## src/scp_pkg.sv

```systemverilog
// Shared types and constants for the stepper command parser.
// Used by scp_ctrl, scp_datapath and stepper_command_parser_top; no dependencies.
`default_nettype none

package scp_pkg;

    // Scan geometry
    localparam int MAX_SCAN_STEPS = 64;
    localparam int MICROSTEPS     = 2048;
    localparam int MIN_SCAN_STEPS = 2;

    localparam int CNT_W  = 6;                      // step counter
    localparam int LIM_W  = 7;                      // steps per scan
    localparam int SIZE_W = 11;                     // step size field
    localparam int DIV_BITS = $clog2(MICROSTEPS) + 1; // quotient bits of 2048 / limit
    localparam int DIV_CNT_W = $clog2(DIV_BITS);
    localparam int REM_W  = LIM_W - 1;              // remainder stays below the limit

    // Characters
    localparam logic [7:0] CH_S  = 8'h53;
    localparam logic [7:0] CH_T  = 8'h54;
    localparam logic [7:0] CH_E  = 8'h45;
    localparam logic [7:0] CH_P  = 8'h50;
    localparam logic [7:0] CH_M  = 8'h4D;
    localparam logic [7:0] CH_A  = 8'h41;
    localparam logic [7:0] CH_X  = 8'h58;
    localparam logic [7:0] CH_R  = 8'h52;
    localparam logic [7:0] CH_EQ = 8'h3D;
    localparam logic [7:0] CH_0  = 8'h30;
    localparam logic [7:0] CH_9  = 8'h39;

    // Result beat layout in m_tdata (finished travels as tlast)
    localparam int OUT_ACK_LSB    = 0;
    localparam int OUT_STEP_LSB   = 1;
    localparam int OUT_SIZE_LSB   = 2;
    localparam int OUT_STAT_LSB   = OUT_SIZE_LSB + SIZE_W;
    localparam int OUT_CNT_LSB    = OUT_STAT_LSB + 2;
    localparam int OUT_LIM_LSB    = OUT_CNT_LSB + CNT_W;
    localparam int OUT_USED_W     = OUT_LIM_LSB + LIM_W;
    localparam int OUT_DATA_W     = ((OUT_USED_W + 7) / 8) * 8;

    typedef enum logic [1:0] {
        SET_NONE  = 2'd0,
        SET_OK    = 2'd1,
        SET_RANGE = 2'd2,
        SET_BUSY  = 2'd3
    } set_status_t;

    typedef enum logic [12:0] {
        PS_IDLE = 13'b0000000000001,
        PS_S    = 13'b0000000000010,
        PS_ST   = 13'b0000000000100,
        PS_STE  = 13'b0000000001000,
        PS_M    = 13'b0000000010000,
        PS_MA   = 13'b0000000100000,
        PS_MAX  = 13'b0000001000000,
        PS_EQ   = 13'b0000010000000,
        PS_D1   = 13'b0000100000000,
        PS_R    = 13'b0001000000000,
        PS_RE   = 13'b0010000000000,
        PS_RES  = 13'b0100000000000,
        PS_RESE = 13'b1000000000000
    } parse_state_t;

    // Controller -> datapath
    typedef struct packed {
        logic load_in;   // latch the input beat
        logic exec;      // parse / update counters, start divider on a step
        logic div_run;   // one divider iteration
        logic out_load;  // move result into the output register
    } dp_cmd_t;

    // Datapath -> controller
    typedef struct packed {
        logic step_now;  // item being executed takes a step
        logic div_done;  // last divider iteration this cycle
    } dp_status_t;

endpackage

`default_nettype wire

```

## src/scp_ctrl.sv

```systemverilog
// Sequencer for the stepper command parser: handshakes and step ordering.
// Depends on scp_pkg.
`default_nettype none

module scp_ctrl
    import scp_pkg::*;
(
    input  wire logic       aclk,
    input  wire logic       aresetn,
    input  wire logic       s_tvalid,
    output logic            s_tready,
    output logic            m_tvalid,
    input  wire logic       m_tready,
    input  wire dp_status_t status,
    output dp_cmd_t         cmd
);

    typedef enum logic [3:0] {
        C_IDLE = 4'b0001,
        C_EXEC = 4'b0010,
        C_DIV  = 4'b0100,
        C_DONE = 4'b1000
    } ctrl_state_t;

    ctrl_state_t state_reg, state_next;
    logic        out_valid_reg, out_valid_next;
    logic        out_free;

    assign out_free = !out_valid_reg || m_tready;
    assign s_tready = (state_reg == C_IDLE);
    assign m_tvalid = out_valid_reg;

    always_comb begin
        state_next = state_reg;
        cmd        = '0;
        case (state_reg)
            C_IDLE: begin
                if (s_tvalid) begin
                    cmd.load_in = 1'b1;
                    state_next  = C_EXEC;
                end
            end
            C_EXEC: begin
                cmd.exec   = 1'b1;
                state_next = status.step_now ? C_DIV : C_DONE;
            end
            C_DIV: begin
                cmd.div_run = 1'b1;
                if (status.div_done) begin
                    state_next = C_DONE;
                end
            end
            C_DONE: begin
                if (out_free) begin
                    cmd.out_load = 1'b1;
                    state_next   = C_IDLE;
                end
            end
            default: begin
                state_next = C_IDLE;
            end
        endcase
    end

    always_comb begin
        out_valid_next = out_valid_reg;
        if (cmd.out_load) begin
            out_valid_next = 1'b1;
        end else if (m_tready) begin
            out_valid_next = 1'b0;
        end
    end

    always_ff @(posedge aclk) begin
        if (!aresetn) begin
            state_reg     <= C_IDLE;
            out_valid_reg <= 1'b0;
        end else begin
            state_reg     <= state_next;
            out_valid_reg <= out_valid_next;
        end
    end

endmodule

`default_nettype wire

```

## src/scp_datapath.sv

```systemverilog
// Datapath of the stepper command parser: command recognizer, step counter,
// step limit, bit-serial 2048 / limit divider and result register. Depends on scp_pkg.
`default_nettype none

module scp_datapath
    import scp_pkg::*;
(
    input  wire logic              aclk,
    input  wire logic              aresetn,
    input  wire logic [7:0]        rx_byte,
    input  wire logic              func,
    input  wire dp_cmd_t           cmd,
    output dp_status_t             status,
    output logic                   ack,
    output logic                   step_request,
    output logic [SIZE_W-1:0]      step_size,
    output logic [1:0]             set_status,
    output logic                   finished,
    output logic [CNT_W-1:0]       step_count,
    output logic [LIM_W-1:0]       step_limit
);

    // Latched input beat
    logic       func_reg;
    logic [7:0] byte_reg;

    // Architectural state
    parse_state_t       parse_reg, parse_next;
    logic [3:0]         digit_reg, digit_next;
    logic [CNT_W-1:0]   count_reg, count_next;
    logic [LIM_W-1:0]   limit_reg, limit_next;

    // Per-item flags
    logic        res_ack_reg, res_ack_next;
    logic        res_step_reg, res_step_next;
    set_status_t res_stat_reg, res_stat_next;
    logic        res_fin_reg, res_fin_next;

    // Divider
    logic [REM_W-1:0]     rem_reg;
    logic [DIV_BITS-1:0]  dvd_reg;
    logic [DIV_BITS-1:0]  quo_reg;
    logic [DIV_CNT_W-1:0] div_cnt_reg;
    logic [LIM_W-1:0]     trial;
    logic                 trial_ge;

    // Output register payload
    logic                 out_ack_reg;
    logic                 out_step_reg;
    logic [SIZE_W-1:0]    out_size_reg;
    set_status_t          out_stat_reg;
    logic                 out_fin_reg;
    logic [CNT_W-1:0]     out_cnt_reg;
    logic [LIM_W-1:0]     out_lim_reg;

    logic             is_digit;
    logic [3:0]       digit_val;
    logic [LIM_W-1:0] step_inc;
    logic             step_wrap;
    logic [LIM_W-1:0] max_value;

    assign is_digit  = (byte_reg inside {[CH_0:CH_9]});
    assign digit_val = 4'(byte_reg - CH_0);
    assign step_inc  = {1'b0, count_reg} + LIM_W'(1);
    assign step_wrap = (step_inc >= limit_reg);
    assign max_value = is_digit ? (LIM_W'(digit_reg) * LIM_W'(10) + LIM_W'(digit_val))
                                : LIM_W'(digit_reg);

    always_comb begin
        parse_next    = parse_reg;
        digit_next    = digit_reg;
        count_next    = count_reg;
        limit_next    = limit_reg;
        res_ack_next  = 1'b0;
        res_step_next = 1'b0;
        res_stat_next = SET_NONE;
        res_fin_next  = 1'b0;

        if (func_reg) begin
            res_step_next = 1'b1;
        end else begin
            case (parse_reg)
                PS_S:   if (byte_reg == CH_T) parse_next = PS_ST;
                PS_ST:  if (byte_reg == CH_E) parse_next = PS_STE;
                PS_STE: begin
                    if (byte_reg == CH_P) begin
                        parse_next    = PS_IDLE;
                        res_step_next = 1'b1;
                        res_ack_next  = 1'b1;
                    end
                end
                PS_M:   if (byte_reg == CH_A)  parse_next = PS_MA;
                PS_MA:  if (byte_reg == CH_X)  parse_next = PS_MAX;
                PS_MAX: if (byte_reg == CH_EQ) parse_next = PS_EQ;
                PS_EQ: begin
                    if (is_digit) begin
                        digit_next = digit_val;
                        parse_next = PS_D1;
                    end
                end
                PS_D1: begin
                    parse_next   = PS_IDLE;
                    res_ack_next = 1'b1;
                    if (max_value < LIM_W'(MIN_SCAN_STEPS) ||
                        max_value > LIM_W'(MAX_SCAN_STEPS)) begin
                        res_stat_next = SET_RANGE;
                    end else if (count_reg != '0) begin
                        res_stat_next = SET_BUSY;
                    end else begin
                        res_stat_next = SET_OK;
                        limit_next    = max_value;
                    end
                end
                PS_R:   if (byte_reg == CH_E) parse_next = PS_RE;
                PS_RE:  if (byte_reg == CH_S) parse_next = PS_RES;
                PS_RES: if (byte_reg == CH_E) parse_next = PS_RESE;
                PS_RESE: begin
                    if (byte_reg == CH_T) begin
                        parse_next   = PS_IDLE;
                        count_next   = '0;
                        res_ack_next = 1'b1;
                    end
                end
                default: begin
                    // idle and unreachable codes
                    if (byte_reg == CH_S) begin
                        parse_next = PS_S;
                    end else if (byte_reg == CH_M) begin
                        parse_next = PS_M;
                    end else if (byte_reg == CH_R) begin
                        parse_next = PS_R;
                    end else begin
                        parse_next = PS_IDLE;
                    end
                end
            endcase
        end

        if (res_step_next) begin
            res_fin_next = step_wrap;
            count_next   = step_wrap ? '0 : step_inc[CNT_W-1:0];
        end
    end

    assign status.step_now = res_step_next;
    assign status.div_done = (div_cnt_reg == DIV_CNT_W'(DIV_BITS - 1));

    // Restoring divider step; limit does not change while a step is in flight
    assign trial    = {rem_reg, dvd_reg[DIV_BITS-1]};
    assign trial_ge = (trial >= limit_reg);

    always_ff @(posedge aclk) begin
        if (!aresetn) begin
            parse_reg <= PS_IDLE;
            digit_reg <= '0;
            count_reg <= '0;
            limit_reg <= LIM_W'(MAX_SCAN_STEPS);
        end else if (cmd.exec) begin
            parse_reg <= parse_next;
            digit_reg <= digit_next;
            count_reg <= count_next;
            limit_reg <= limit_next;
        end
    end

    always_ff @(posedge aclk) begin
        if (cmd.load_in) begin
            func_reg <= func;
            byte_reg <= rx_byte;
        end
        if (cmd.exec) begin
            res_ack_reg  <= res_ack_next;
            res_step_reg <= res_step_next;
            res_stat_reg <= res_stat_next;
            res_fin_reg  <= res_fin_next;
            rem_reg      <= '0;
            dvd_reg      <= DIV_BITS'(MICROSTEPS);
            quo_reg      <= '0;
            div_cnt_reg  <= '0;
        end else if (cmd.div_run) begin
            rem_reg     <= trial_ge ? REM_W'(trial - limit_reg) : trial[REM_W-1:0];
            dvd_reg     <= {dvd_reg[DIV_BITS-2:0], 1'b0};
            quo_reg     <= {quo_reg[DIV_BITS-2:0], trial_ge};
            div_cnt_reg <= div_cnt_reg + DIV_CNT_W'(1);
        end
        if (cmd.out_load) begin
            out_ack_reg  <= res_ack_reg;
            out_step_reg <= res_step_reg;
            out_size_reg <= res_step_reg ? quo_reg[SIZE_W-1:0] : '0;
            out_stat_reg <= res_stat_reg;
            out_fin_reg  <= res_fin_reg;
            out_cnt_reg  <= count_reg;
            out_lim_reg  <= limit_reg;
        end
    end

    assign ack          = out_ack_reg;
    assign step_request = out_step_reg;
    assign step_size    = out_size_reg;
    assign set_status   = out_stat_reg;
    assign finished     = out_fin_reg;
    assign step_count   = out_cnt_reg;
    assign step_limit   = out_lim_reg;

endmodule

`default_nettype wire

```

## src/stepper_command_parser_top.sv

```systemverilog
// Top level of the stepper command parser: controller plus datapath.
// Depends on scp_pkg, scp_ctrl and scp_datapath.
//
//  channel  dir  tdata (low bit first)                                  tuser  tlast
//  s_       in   rx_byte[7:0]                                           func   -
//  m_       out  ack, step_request, step_size[10:0], set_status[1:0],   -      finished
//                step_count[5:0], step_limit[6:0], zero pad to 32 bits
//
// One item at a time. A command byte that takes no step goes from accept
// through the exec state to the result; a step (STEP or button) also runs
// the bit-serial divider that forms 2048 / step limit.
// Synchronous active-low reset: parser idle, counter 0, limit 64, no result pending.
// A new beat is taken while the previous result waits in the output register;
// a stalled m_ side holds the next result back only at its last cycle.
`default_nettype none

module stepper_command_parser_top
    import scp_pkg::*;
(
    input  wire logic                  aclk,
    input  wire logic                  aresetn,
    input  wire logic                  s_tvalid,
    output logic                       s_tready,
    input  wire logic [7:0]            s_tdata,   // rx_byte[7:0]
    input  wire logic                  s_tuser,   // func
    output logic                       m_tvalid,
    input  wire logic                  m_tready,
    output logic [OUT_DATA_W-1:0]      m_tdata,   // ack, step_request, step_size,
                                                  // set_status, step_count, step_limit
    output logic                       m_tlast    // finished
);

    dp_cmd_t    cmd;
    dp_status_t status;

    logic              ack;
    logic              step_request;
    logic [SIZE_W-1:0] step_size;
    logic [1:0]        set_status;
    logic              finished;
    logic [CNT_W-1:0]  step_count;
    logic [LIM_W-1:0]  step_limit;

    scp_ctrl u_ctrl (
        .aclk     (aclk),
        .aresetn  (aresetn),
        .s_tvalid (s_tvalid),
        .s_tready (s_tready),
        .m_tvalid (m_tvalid),
        .m_tready (m_tready),
        .status   (status),
        .cmd      (cmd)
    );

    scp_datapath u_datapath (
        .aclk         (aclk),
        .aresetn      (aresetn),
        .rx_byte      (s_tdata),
        .func         (s_tuser),
        .cmd          (cmd),
        .status       (status),
        .ack          (ack),
        .step_request (step_request),
        .step_size    (step_size),
        .set_status   (set_status),
        .finished     (finished),
        .step_count   (step_count),
        .step_limit   (step_limit)
    );

    assign m_tdata = {{(OUT_DATA_W - OUT_USED_W){1'b0}}, step_limit, step_count,
                      set_status, step_size, step_request, ack};
    assign m_tlast = finished;

    // Controller issues at most one datapath command per cycle
    assert property (@(posedge aclk) disable iff (!aresetn)
        $onehot0({cmd.load_in, cmd.exec, cmd.div_run, cmd.out_load}))
        else $error("overlapping datapath commands");

    // Reported limit always in the legal range, counter always below it
    assert property (@(posedge aclk) disable iff (!aresetn)
        m_tvalid |-> (step_limit >= LIM_W'(MIN_SCAN_STEPS)) &&
                     (step_limit <= LIM_W'(MAX_SCAN_STEPS)) &&
                     ({1'b0, step_count} < step_limit))
        else $error("step counter or limit out of range");

    // A step carries the exact microstep size for the limit in force
    assert property (@(posedge aclk) disable iff (!aresetn)
        (m_tvalid && step_request) |->
            (32'(step_size) * 32'(step_limit) <= 32'(MICROSTEPS)) &&
            (32'(step_size) * 32'(step_limit) + 32'(step_limit) > 32'(MICROSTEPS)))
        else $error("step size does not match step limit");

    // Non-step results carry no size and never finish a scan; MAX results are acked
    assert property (@(posedge aclk) disable iff (!aresetn)
        (m_tvalid && !step_request) |->
            (step_size == '0) && !finished && ((set_status == SET_NONE) || ack))
        else $error("inconsistent non-step result");

endmodule

`default_nettype wire
```

## config.mk

```make
export PLATFORM = sky130hd
export DESIGN_NAME = stepper_command_parser_top
export DESIGN_NICKNAME = d
export VERILOG_FILES = /design/src/scp_pkg.sv /design/src/scp_ctrl.sv /design/src/scp_datapath.sv /design/src/stepper_command_parser_top.sv
export SDC_FILE = /design/constraint.sdc
export NUM_CORES = 1
export LEC_CHECK = 0
export BUFFER_PORTS_ARGS = -buffer_cell sky130_fd_sc_hd__buf_2
export CAP_MARGIN = 40
export CORE_AREA = 2 2 129 106
export CTS_CLUSTER_DIAMETER = 40
export CTS_CLUSTER_SIZE = 30
export DETAILED_ROUTE_END_ITERATION = 12
export DIE_AREA = 0 0 131 108
export GPL_ROUTABILITY_DRIVEN = 0
export GPL_TIMING_DRIVEN = 0
export PLACE_DENSITY = 0.64
export SYNTH_ARGS = -nofsm -noshare
export SYNTH_HDL_FRONTEND = slang
export SYNTH_SLANG_ARGS = --single-unit
```

## constraint.sdc

```tcl
create_clock -name aclk -period 4.09 [get_ports aclk]
set_input_delay 0.409 -clock aclk [delete_from_list [all_inputs] [get_ports aclk]]
set_output_delay 0.409 -clock aclk [all_outputs]
set_load 0.03 [all_outputs]
```

* Word-level counts from Yosys, hierarchy flattened
Index checks and enable logic that the tools add are counted.
Word-level totals: register bits after elaboration 100, bits in latches 0, memory bits (writable) 0, ROM bits 0, input bits 13, output and inout port bits 35, word-level logic and storage cells 138, memories kept 0
Operators by class: $add $sub $neg 5, $mul 1, div/mod/pow operators 0, magnitude comparators 6, equality and inequality tests 41, shift-type cells 0, mux-type cells 42, bitwise gates (word level) 4, reductions and logical operators 15
Operator list (number):
- $mux W13 | 13
- $pmux W13 S12 | 1
- $eq A8 B7 Y1 const B | 8
- $mux W6 | 6
- $ne A2 B1 Y1 const B | 12
- $mux W4 | 4
- $pmux W4 S4 | 1
- $ge A7 B7 Y1 | 2
- $eq A13 B10 Y1 const B | 1
- $eq A13 B11 Y1 const B | 1
- $eq A13 B12 Y1 const B | 1
- $eq A13 B13 Y1 const B | 1
- $eq A13 B2 Y1 const B | 1
- $eq A13 B3 Y1 const B | 1
- $eq A13 B4 Y1 const B | 1
- $eq A13 B5 Y1 const B | 1
- $eq A13 B6 Y1 const B | 1
- $eq A13 B7 Y1 const B | 1
- $eq A13 B8 Y1 const B | 1
- $eq A13 B9 Y1 const B | 1
- $reduce_and A13 Y1 | 1
- $mux W1 | 12
- $mux W10 | 1
- $eq A4 B4 Y1 const B | 2
- 29 further kinds | 39

* Longest topological paths before layout
Gate-level depths: netlist (run 1).
word-level depth 7, gate-level depth with buffers 12, depth with buffers taken out 11

* Modules after synthesis
Synthesis (run 1) repeated with hierarchy kept, for this count alone.
Unflattened totals: cell total of the unflattened synthesis 523, area, all modules 5210.0 sq um
By module, submodules not included:
- scp_datapath | times used 1, cells each 480, area an instance 4842.1 sq um, seq. area each 2332.2 sq um
- scp_ctrl | times used 1, cells each 36, area an instance 319.1 sq um, seq. area each 100.1 sq um
- stepper_command_parser_top | times used 1, cells each 7, area an instance 48.8 sq um, seq. area each 0.0 sq um

* Least setup slack after synthesis (run 1)
Ideal clock, no wire load.
path type flip-flop to flip-flop, start point register u_datapath.digit_reg[1], end point register u_datapath.limit_reg[2], library setup time 0.128 ns, arrival time 2.858 ns, required time 3.962 ns, setup slack 1.104 ns, stages on the path, launching flop included 13, path buffers 1, clock period less this slack 2.986 ns, cells stage by stage dfxtp_1 ha_1 ha_1 inv_1 fa_1 nand2b_1 o21ba_2 o221ai_1 or4_1 a21oi_2 buf_6 mux2i_1 nor2_1
Between the ends: longest elaborated chain between the ends 7, elaborated cells on any way between the ends 8, classes of those cells 1 x add/sub; 1 x mul; 2 x order compare; 1 x mux; 1 x bitwise; 2 x reduce/logical
Ends and longest elaborated chain:
- from (decl) | RTL line scp_datapath.sv:29 | logic [3:0] digit_reg, digit_next;
- from (signal assigned) | RTL line scp_datapath.sv:160 | digit_reg <= digit_next;
- $mul A4 B3 Y6 | RTL line scp_datapath.sv:66 | assign max_value = is_digit ? (LIM_W'(digit_reg) * LIM_W'(10) + LIM_W'(digit_val))
- $add A7 B4 Y7 | RTL line scp_datapath.sv:66
- $mux W7 (*) | RTL line scp_datapath.sv:66
- $lt A7 B2 Y1 or $gt A7 B7 Y1 (tied branches) | RTL line scp_datapath.sv:104, scp_datapath.sv:105
- $logic_or A1 B1 Y1 | RTL line scp_datapath.sv:104 | if (max_value < LIM_W'(MIN_SCAN_STEPS) ||
- $not A1 Y1 (no line)
- $reduce_and A5 Y1 (no line)
- to (signal assigned) | RTL line scp_datapath.sv:157 | limit_reg <= LIM_W'(MAX_SCAN_STEPS);
- to (signal assigned) | RTL line scp_datapath.sv:162 | limit_reg <= limit_next;
- to (decl) | RTL line scp_datapath.sv:31 | logic [LIM_W-1:0] limit_reg, limit_next;
Mark *: on every way between the ends. The rest lies on a longest branch, timed or not. A chain may end at the register's enable or synchronous reset.

* Final worst setup path (run 1)
start point register u_datapath.digit_reg[3], end point register u_datapath.limit_reg[4]
The elaborated chain is that of the path after synthesis.

==> summary.txt, run 1 <==
Io pins: 48
Post-CTS Setup Bufs: 0
Leakage: 2.178 nW
Fin. max-slew vios: 0
Detail-routed net length per standard cell: 15.30 um
Die area: 14150 um2
Chip width: 131 um
GR Overflow Total: 0
Post-DP HPWL: 8.320 mm
Final critical-path required period: 3.332 ns
CP Class: reg -> reg
Busiest grt layer: met1
Total negative slack: 0 ns
Crit-path max cell delay: 0.49 ns
Ys async rst share: 0%
CTS Root Cell: clkbuf_16
Largest register FFs: 13
Max Clock Freq: 300.1 MHz
Crit path max-delay family: simple AND/OR/NAND/NOR gates
Critical path's slowest cell: or4_1
Global-route wire length before repair: 18.76 mm
Layout cells sized above 1: 15.62%
WL final: 11.20 mm
Most frequent cells in the layout: dfxtp_1, buf_2, edfxtp_1
Top_reg_cell synth: dfxtp_1
Global-route usage over all layers: 16.98%
Worst reg2reg startpoint: u_datapath.digit_reg[3]
Ys Warns: 0
Stages on worst setup path: 12
Startpoint Class: flip-flop
Worst-path fanout max: 10
Final ANT Viol Nets: 0
Crit-path cells: ha_1 -> ha_1 -> inv_1 -> fa_1 -> nand2b_1 -> nor4_1 -> nor2_1 -> or4_1 -> a21oi_2 -> buf_6 -> mux2i_1 -> nor2_1
CTS Buf Count: 9
RSZ-0062 raised after global routing: false
Post-Syn Area: 5020 um2
Pre-antenna DRT Iters: 4
R2R cell count: 12
Setup ws final: 0.7580 ns
Met1 Use GR: 25.00%
Seq cells post-synth: 100
Max_cap viols: 0
Setup Viol. Count Final: 0
Initial antenna violation count: 0
DR iter-0 viols: 329
Critical path buffers and inverters: 2
Maximum VDD drop: 273.4 uV
Bufs on Longest Clock Path: 2
Largest net degree at the start of global routing: 19
DRC violations left: 0
Vias in the first global route: 3741
Vias post-DR: 3835
R2r endpoint: u_datapath.limit_reg[4]
Core Box Area: 12730 um2
Worst setup path start: u_datapath.digit_reg[3]
Final period util: 81.47%
Power per standard cell area: 442.5 nW/um2
Fin cells: 732
Post-synthesis cell count: 495
Placement Setup Slack: 0.7908 ns
Mean Syn Cell Area: 10.14 um2
Crit path capture type: flip-flop
Drt via density: 5.239
Hold-fix buffers at CTS: 0
CP Data Arrival Time: 3.54 ns
Status: finished, final reports clean
Initial Util: 39.43%
Final Hold Viols: 0
Placed insts: 716
H-tree Lvls: 3
CTS tree: yes
Met2 GRT Util: 24.91%
Class of the worst hold path: in -> reg
Row cnt: 37
Clock-pin transition on the worst setup and hold timing paths: 0.07 ns
Post-synthesis cell type count: 70
Register area share after synthesis: 48.45%
I/O Buffers: 42
Antenna cells: 0
Post-synth EDFFs: 43
Grt met3 use: 3.711%
Worst setup endpoint: u_datapath.limit_reg[4]
Area Growth Syn to Fin: 15.13%
Clk sink count: 100
Slew HR: 42.69%
# nets final: 591
Die height: 108 um
Clock Skew: 0.01420 ns
Register-to-register setup slack: 0.76 ns
Post-CTS sizing: 0
CP Data Required Time: 4.30 ns
Least-Margin Pin Slew: 0.8574 ns
Worst skew pair latency: 0.34 ns
Most common cell after layout, fill and taps aside: dfxtp_1
-- cell families after synthesis --
| group | share of synthesized area [%] |
|---|---|
| adder cells (fa/ha/maj) | 6.929 |
| other | 0.07470 |
| flip-flops | 48.45 |
| AO/OA/AOI/OAI | 14.18 |
| XOR/XNOR | 2.443 |
| multiplexers | 2.617 |
| AND/OR/NAND/NOR | 20.21 |
| buffers and inverters | 5.084 |
-- stage by stage --
| stage | util [%] | power [mW] | area (um2) | hold slack, ns |
|---|---|---|---|---|
| final | 45.40 | 2.558 | 5779 | 0.2350 |
| after global routing | 45.40 | 2.687 | 5779 | 0.2261 |
| after CTS | 45.40 | 2.582 | 5779 | 0.2227 |
| after detailed placement | 43.08 | 1.726 | 5484 | 0.4072 |
| after global placement | 42.89 | 1.703 | 5460 | 0.4068 |
| after floorplan | - | 1.579 | 5031 | 0.4003 |
-- power by group --
group	total [mW]	switching [mW]	internal (mW)
combinational	0.487	0.324	0.163
clock	0.853	0.363	0.491
sequential	1.22	0.0676	1.15
total	2.56	0.754	1.80
-- area by class of cell --
cell class	instances	area [um2]
Buffer	31	165.2
Inverter	24	90.09
Clock buffer	12	246.5
Sequential cell	100	2432
Multi-Input combinational cell	343	2352
Fill cell	1198	6952
Clock inverter	4	48.80
Timing Repair Buffer	43	225.2
Tap cell	175	219.0
-- worst reg2reg max path: cells and delay by family, from the launching register on --
kind / cells / cell delay (ns)
AND/OR/NAND/NOR: 5 / 1.25
AO/OA/AOI/OAI: 1 / 0.19
adder cells (fa/ha/maj): 3 / 0.90
multiplexers: 1 / 0.19
flip-flops: 1 / 0.43
buffers and inverters: 2 / 0.23
-- routing by layer --
metal	vias to the layer above	wire, um
li1	1913	-
met1	1827	5694
met2	86	4880
met5	-	0
met3	9	504
met4	0	120
-- worst min-delay path by stage --
stage                      startpoint                     end  cells past startpoint
6_report                   s_tdata[3]  u_datapath.byte_reg[3]                      1
5_1_grt                    s_tdata[4]  u_datapath.byte_reg[4]                      1
4_1_cts                    s_tdata[3]  u_datapath.byte_reg[3]                      1
3_5_place_dp   u_datapath.res_fin_reg     u_datapath.finished                      0
3_3_place_gp   u_datapath.res_fin_reg     u_datapath.finished                      0
2_1_floorplan  u_datapath.res_ack_reg          u_datapath.ack                      0
-- cell usage after synthesis, drive strengths merged, types with 4 or more instances --
cell type  instances  area share, %
a211oi             4           0.70
a21oi             26            2.7
a22o              14            2.4
a41o               4           0.80
and2              14            1.7
buf               13            1.9
clkbuf            18            1.3
dfxtp             57             23
edfxtp            43             26
ha                23            5.7
inv               23            1.7
mux2i             12            2.4
nand2             32            2.4
nand2b            15            1.9
nand3             16            1.7
nand3b             4           0.60
nand4              4           0.50
nor2              41            3.1
nor2b              5           0.62
nor3              13            1.3
nor3b              4           0.60
nor4              10            1.5
nor4b              5           0.87
o211ai             5           0.75
o21ai             21            2.1
o311ai             4           0.70
or3                5           0.62
or4                6            1.0
xnor2              8            1.4
xor2               6            1.0
Power figures use the tool's default switching activity.
==> run 2, diff against run 1 <==
- clock period: 4.09 -> 3.2 ns (I/O delays scaled with it)
==> summary.txt, run 2 (synthesis results as in run 1) <==
Status: finished, final reports clean
WL final: 11.47 mm (+2.4%)
Leakage: 2.256 nW (+3.6%)
Clock-pin transition on the worst setup and hold timing paths: 0.07 ns (about the same)
Largest net degree at the start of global routing: 19 (unchanged)
Vias in the first global route: 3750 (+0.24%)
Bufs on Longest Clock Path: 2 (unchanged)
Maximum VDD drop: 351.9 uV (+29%)
Fin. max-slew vios: 0 (unchanged)
Clk sink count: 100 (unchanged)
Global-route wire length before repair: 18.79 mm (+0.14%)
Setup Viol. Count Final: 0 (unchanged)
Int Pwr: 2.318 mW (+29%)
Core Box Area: 12730 um2 (unchanged)
I/O Buffers: 42 (unchanged)
Drt via density: 5.253 (+0.26%)
DR iter-0 viols: 301 (-8.5%)
CTS Root Cell: clkbuf_16
Power per standard cell area: 553.6 nW/um2 (+25%)
Seq pwr share: 47.3% (-0.3 points)
Final Total Pwr: 3.295 mW (+29%)
Placement Setup Slack: -0.09919 ns (-0.8900 ns)
CP Class: reg -> reg
Crit path capture type: flip-flop
GR Overflow Total: 0 (unchanged)
Post-DP HPWL: 8.320 mm (unchanged)
Row cnt: 37 (unchanged)
Sw Share: 29.66% (+0.18 points)
R2R cell count: 12 (unchanged)
Hold Path Stages: 1 (unchanged)
Class of the worst hold path: in -> reg
CTS Buf Count: 9 (unchanged)
Initial antenna violation count: 0 (unchanged)
Chip width: 131 um (unchanged)
Setup ws final: 0.1061 ns (-0.6520 ns)
Least-Margin Pin Slew: 0.8587 ns (+0.001220 ns)
Combinational share of power: 19.5% (+0.5 points)
Die area: 14150 um2 (unchanged)
Largest register FFs: 13 (unchanged)
Clock share of power: 33.2% (-0.2 points)
Antenna cells: 0 (unchanged)
CTS tree: yes
Net Switching: 977.4 uW (+30%)
Global-route usage over all layers: 16.98% (unchanged)
CP Data Arrival Time: 3.30 ns (-0.24 ns)
Pre-antenna DRT Iters: 4 (unchanged)
# nets final: 599 (+1.4%)
Worst skew pair latency: 0.34 ns (about the same)
Area Growth Syn to Fin: 18.59%
Startpoint Class: flip-flop
Most common cell after layout, fill and taps aside: dfxtp_1
Vias post-DR: 3887 (+1.4%)
Fillers: 1173 (-2.1%)
Slew HR: 42.61% (-0.082 points)
Final period util: 96.69% (+15 points)
Final ANT Viol Nets: 0 (unchanged)
Worst-case hold slack: 0.1466 ns (-0.08847 ns)
Die height: 108 um (unchanged)
Io pins: 48 (unchanged)
Layout cells sized above 1: 19.82% (+4.2 points)
Max Clock Freq: 323.2 MHz (+7.7%)
Most frequent cells in the layout: dfxtp_1, buf_2, edfxtp_1
Worst-path fanout max: 5 (-5)
Final critical-path required period: 3.094 ns (-0.2380 ns)
H-tree Lvls: 3 (unchanged)
Final core occ: 46.76% (+1.4 points)
Clock Skew: 0.01367 ns (-0.0005248 ns)
Detail-routed net length per standard cell: 15.50 um (+1.3%)
DRC violations left: 0 (unchanged)
Max_cap viols: 0 (unchanged)
Final Hold Viols: 0 (unchanged)
CP Data Required Time: 3.41 ns (-0.89 ns)
Initial Util: 39.43% (unchanged)
run 2: power groups by stage:
stage                     registers [mW]  logic (mW)  clock network (mW)
final                               1.56       0.642                1.09
after global routing                1.58       0.721                1.16
after CTS                           1.56       0.617                1.12
after detailed placement            1.58       0.622                   0
after global placement              1.58       0.599                   0
after floorplan                     1.61       0.412                   0
run 2: final cells by class:
type                       instances  area [um2]  area share, %
tap                              175       219.0          3.678
clock inverter                     4       48.80         0.8197
timing repair buffer              52       290.3          4.876
clock buffer                      12       246.5          4.140
sequential                       100        2441          41.00
buffer                            30       162.7          2.732
inverter                          24       90.09          1.513
multi-input combinational        343        2455          41.24
run 2: through the flow:
step           cell area, um2  cells  setup TNS (ns)
2_1_floorplan            5031    498               0
3_3_place_gp             5460    715         -0.1376
3_5_place_dp             5484    716         -0.4545
4_1_cts                  5811    733               0
5_1_grt                  5953    740        -0.02733
6_report                 5953    740               0
run 2: worst paths after layout:
path,from,slack [ns],endpoint
worst max-delay path,u_datapath.digit_reg[1],0.11,u_datapath.limit_reg[0]
worst max register to register,u_datapath.digit_reg[1],0.11,u_datapath.limit_reg[0]
worst min-delay path,s_tdata[3],0.15,u_datapath.byte_reg[3]
worst min register to register,u_datapath.res_fin_reg,0.42,u_datapath.finished
run 2: what timing repair did:
action                     in CTS  in global routing
hold buffers                    0                  0
buffers inserted                2                  6
pin swaps                       1                  4
gates resized for setup         5                 20
cloned                          0                  1
setup endpoints to repair       6                 19
run 2: critical path, stage by stage, from the launching register on:
cell	delay, ns
dfxtp_4	0.37
ha_4	0.25
ha_2	0.16
inv_2	0.04
fa_1	0.49
nand2b_4	0.18
o21ba_4	0.24
o221ai_4	0.10
or4_4	0.53
a21oi_4	0.19
buf_2	0.20
buf_4	0.13
a311oi_2	0.08
run 2: routing by layer:
metal / wire, um / part of all wire (%) / vias to the layer above / global-route usage, %
met3: 487 / 4.2 / 13 / 3.711
met1: 5770 / 50 / 1856 / 24.87
met4: 148 / 1.3 / 0 / 5.243
li1: - / - / 1929 / -
met2: 5064 / 44 / 89 / 25.06
met5: 0 / 0 / - / 0
==> run 3, diff against run 2 <==
- PLACE_DENSITY: 0.64 -> 0.66
- clock period: 3.2 -> 2.8 ns (I/O delays scaled with it)
==> summary.txt, run 3 (synthesis results as in run 1) <==
Status: finished with violations
Failing checks: setup timing
Placement Setup Slack: -0.2698 ns (-0.1706 ns)
Design area: 6015 um2 (+1.0%)
CTS tree: yes
Slew HR: 41.64% (-0.97 points)
Final ANT Viol Nets: 0 (unchanged)
Total negative slack: -0.6864 ns (-0.6864 ns)
Critical path's slowest cell: fa_1
DR iter-0 viols: 329 (+9.3%)
Largest net degree at the start of global routing: 20 (+1)
DRC violations left: 0 (unchanged)
Startpoint Class: flip-flop
H-tree Lvls: 3 (unchanged)
Global-route usage over all layers: 16.73% (-0.26 points)
CTS Root Cell: clkbuf_16
Least-Margin Pin Slew: 0.8732 ns (+0.01451 ns)
Global-route wire length before repair: 18.55 mm (-1.2%)
CP Class: reg -> reg
Setup ws final: -0.1381 ns (-0.2442 ns)
Leakage: 2.287 nW (+1.4%)
Post-DP HPWL: 8.250 mm (-0.84%)
Max Clock Freq: 340.4 MHz (+5.3%)
Core Box Area: 12730 um2 (unchanged)
Largest register FFs: 13 (unchanged)
Initial Util: 39.43% (unchanged)
Power per standard cell area: 626.7 nW/um2 (+13%)
Maximum VDD drop: 403.5 uV (+15%)
I/O Buffers: 42 (unchanged)
RSZ-0062 raised after global routing: true
Register-to-register setup slack: -0.14 ns (-0.24 ns)
Crit path capture type: flip-flop
Crit-path cells: ha_4 -> ha_4 -> inv_2 -> fa_1 -> nand2b_4 -> o31a_1 -> nor2_1 -> or4_4 -> a21oi_4 -> buf_6 -> mux2i_1 -> nor2_1
# nets final: 597 (-0.33%)
Antenna cells: 0 (unchanged)
Layout cells sized above 1: 21.67% (+1.8 points)
CTS Buf Count: 9 (unchanged)
Bufs on Longest Clock Path: 2 (unchanged)
CP Data Required Time: 3.02 ns (-0.39 ns)
Detail-routed net length per standard cell: 15.43 um (-0.46%)
Final period util: 104.9% (+8.2 points)
GR Overflow Total: 0 (unchanged)
Die area: 14150 um2 (unchanged)
Initial antenna violation count: 0 (unchanged)
Most frequent cells in the layout: dfxtp_1, buf_2, edfxtp_1
CP Data Arrival Time: 3.16 ns (-0.14 ns)
Vias post-DR: 3882 (-0.13%)
Crit-path max cell delay: 0.54 ns (about the same)
Setup Viol. Count Final: 8 (+8)
Final Hold Viols: 0 (unchanged)
Worst setup path start: u_datapath.digit_reg[1]
Worst-path fanout max: 5 (unchanged)
Die height: 108 um (unchanged)
Final critical-path required period: 2.938 ns (-0.1558 ns)
Row cnt: 37 (unchanged)
Clk sink count: 100 (unchanged)
Drt via density: 5.260 (+0.14%)
Chip width: 131 um (unchanged)
HP Start: s_tdata[7]
Clock Skew: 0.01152 ns (-0.002151 ns)
Dpl cell area: 5560 um2 (+1.4%)
WL final: 11.39 mm (-0.73%)
Clock-pin transition on the worst setup and hold timing paths: 0.08 ns (about the same)
Io pins: 48 (unchanged)
Class of the worst hold path: in -> reg
Hold-fix buffers at CTS: 0 (unchanged)
Most common cell after layout, fill and taps aside: dfxtp_1
Max_cap viols: 0 (unchanged)
Pre-antenna DRT Iters: 4 (unchanged)
Area Growth Syn to Fin: 19.82%
Fin. max-slew vios: 0 (unchanged)
Worst reg2reg startpoint: u_datapath.digit_reg[1]
Vias in the first global route: 3692 (-1.5%)
Worst skew pair latency: 0.35 ns (about the same)
Final core occ: 47.24% (+0.48 points)
==> run 3: cell types whose count changed in the layout (fill, tap and decap cells not counted), sizes merged <==
cell / previous run / this run
inv: 23 / 28
clkinv: 4 / 2
clkbuf: 29 / 25
bufinv: 1 / 0
==> run 3: layout make-up <==
cell class,instances,area [um2]
buffer,27,158.9
clock buffer,10,239.0
clock inverter,6,51.30
fill,1191,6716
inverter,24,90.09
multi-input combinational,343,2502
sequential,100,2442
tap,175,219.0
timing repair buffer,53,311.5
==> run 3: layer usage <==
metal  wire, um  track usage (%)  part of all wire, %
met1       5684            24.88                   50
met4        136            5.395                  1.2
met2       4994            24.17                   44
met5          0                0                    0
met3        572            3.563                  5.0
==> run 3: where the power goes <==
group | switching [mW] | internal (mW)
Sequential | 0.125 | 1.68
Combinational | 0.471 | 0.266
Clock | 0.584 | 0.646
==> run 3: metrics by stage <==
stage / std cells / hold WS (ns) / power, mW
floorplan: 498 / 0.3789 / 2.310
global placement: 715 / 0.4092 / 2.490
detailed placement: 716 / 0.4081 / 2.518
CTS: 738 / 0.09344 / 3.755
global route: 738 / 0.09632 / 3.948
finish: 738 / 0.1065 / 3.769
==> run 3: critical path: cells and delay by family (launching register included) <==
| family | cells | cell delay (ns) |
|---|---|---|
| AOI/OAI and AO/OA | 2 | 0.37 |
| muxes | 1 | 0.19 |
| DFF | 1 | 0.36 |
| adders and majority gates | 3 | 0.92 |
| and+or+nand+nor | 4 | 0.81 |
| buffers and inverters | 2 | 0.18 |
==> run 3: path summary, 6_finish.rpt <==
check / cells after the start / end
max: 12 / u_datapath.limit_reg[4]
min: 1 / u_datapath.byte_reg[7]
max reg2reg: 12 / u_datapath.limit_reg[4]
min reg2reg: 0 / u_datapath.set_status[0]
==> run 3: what timing repair did <==
item | in CTS | in global routing
setup endpoints to repair | 24 | 31
pin swaps | 3 | 3
resized for setup | 16 | 11
buffers inserted | 5 | 4
cloned | 1 | 0
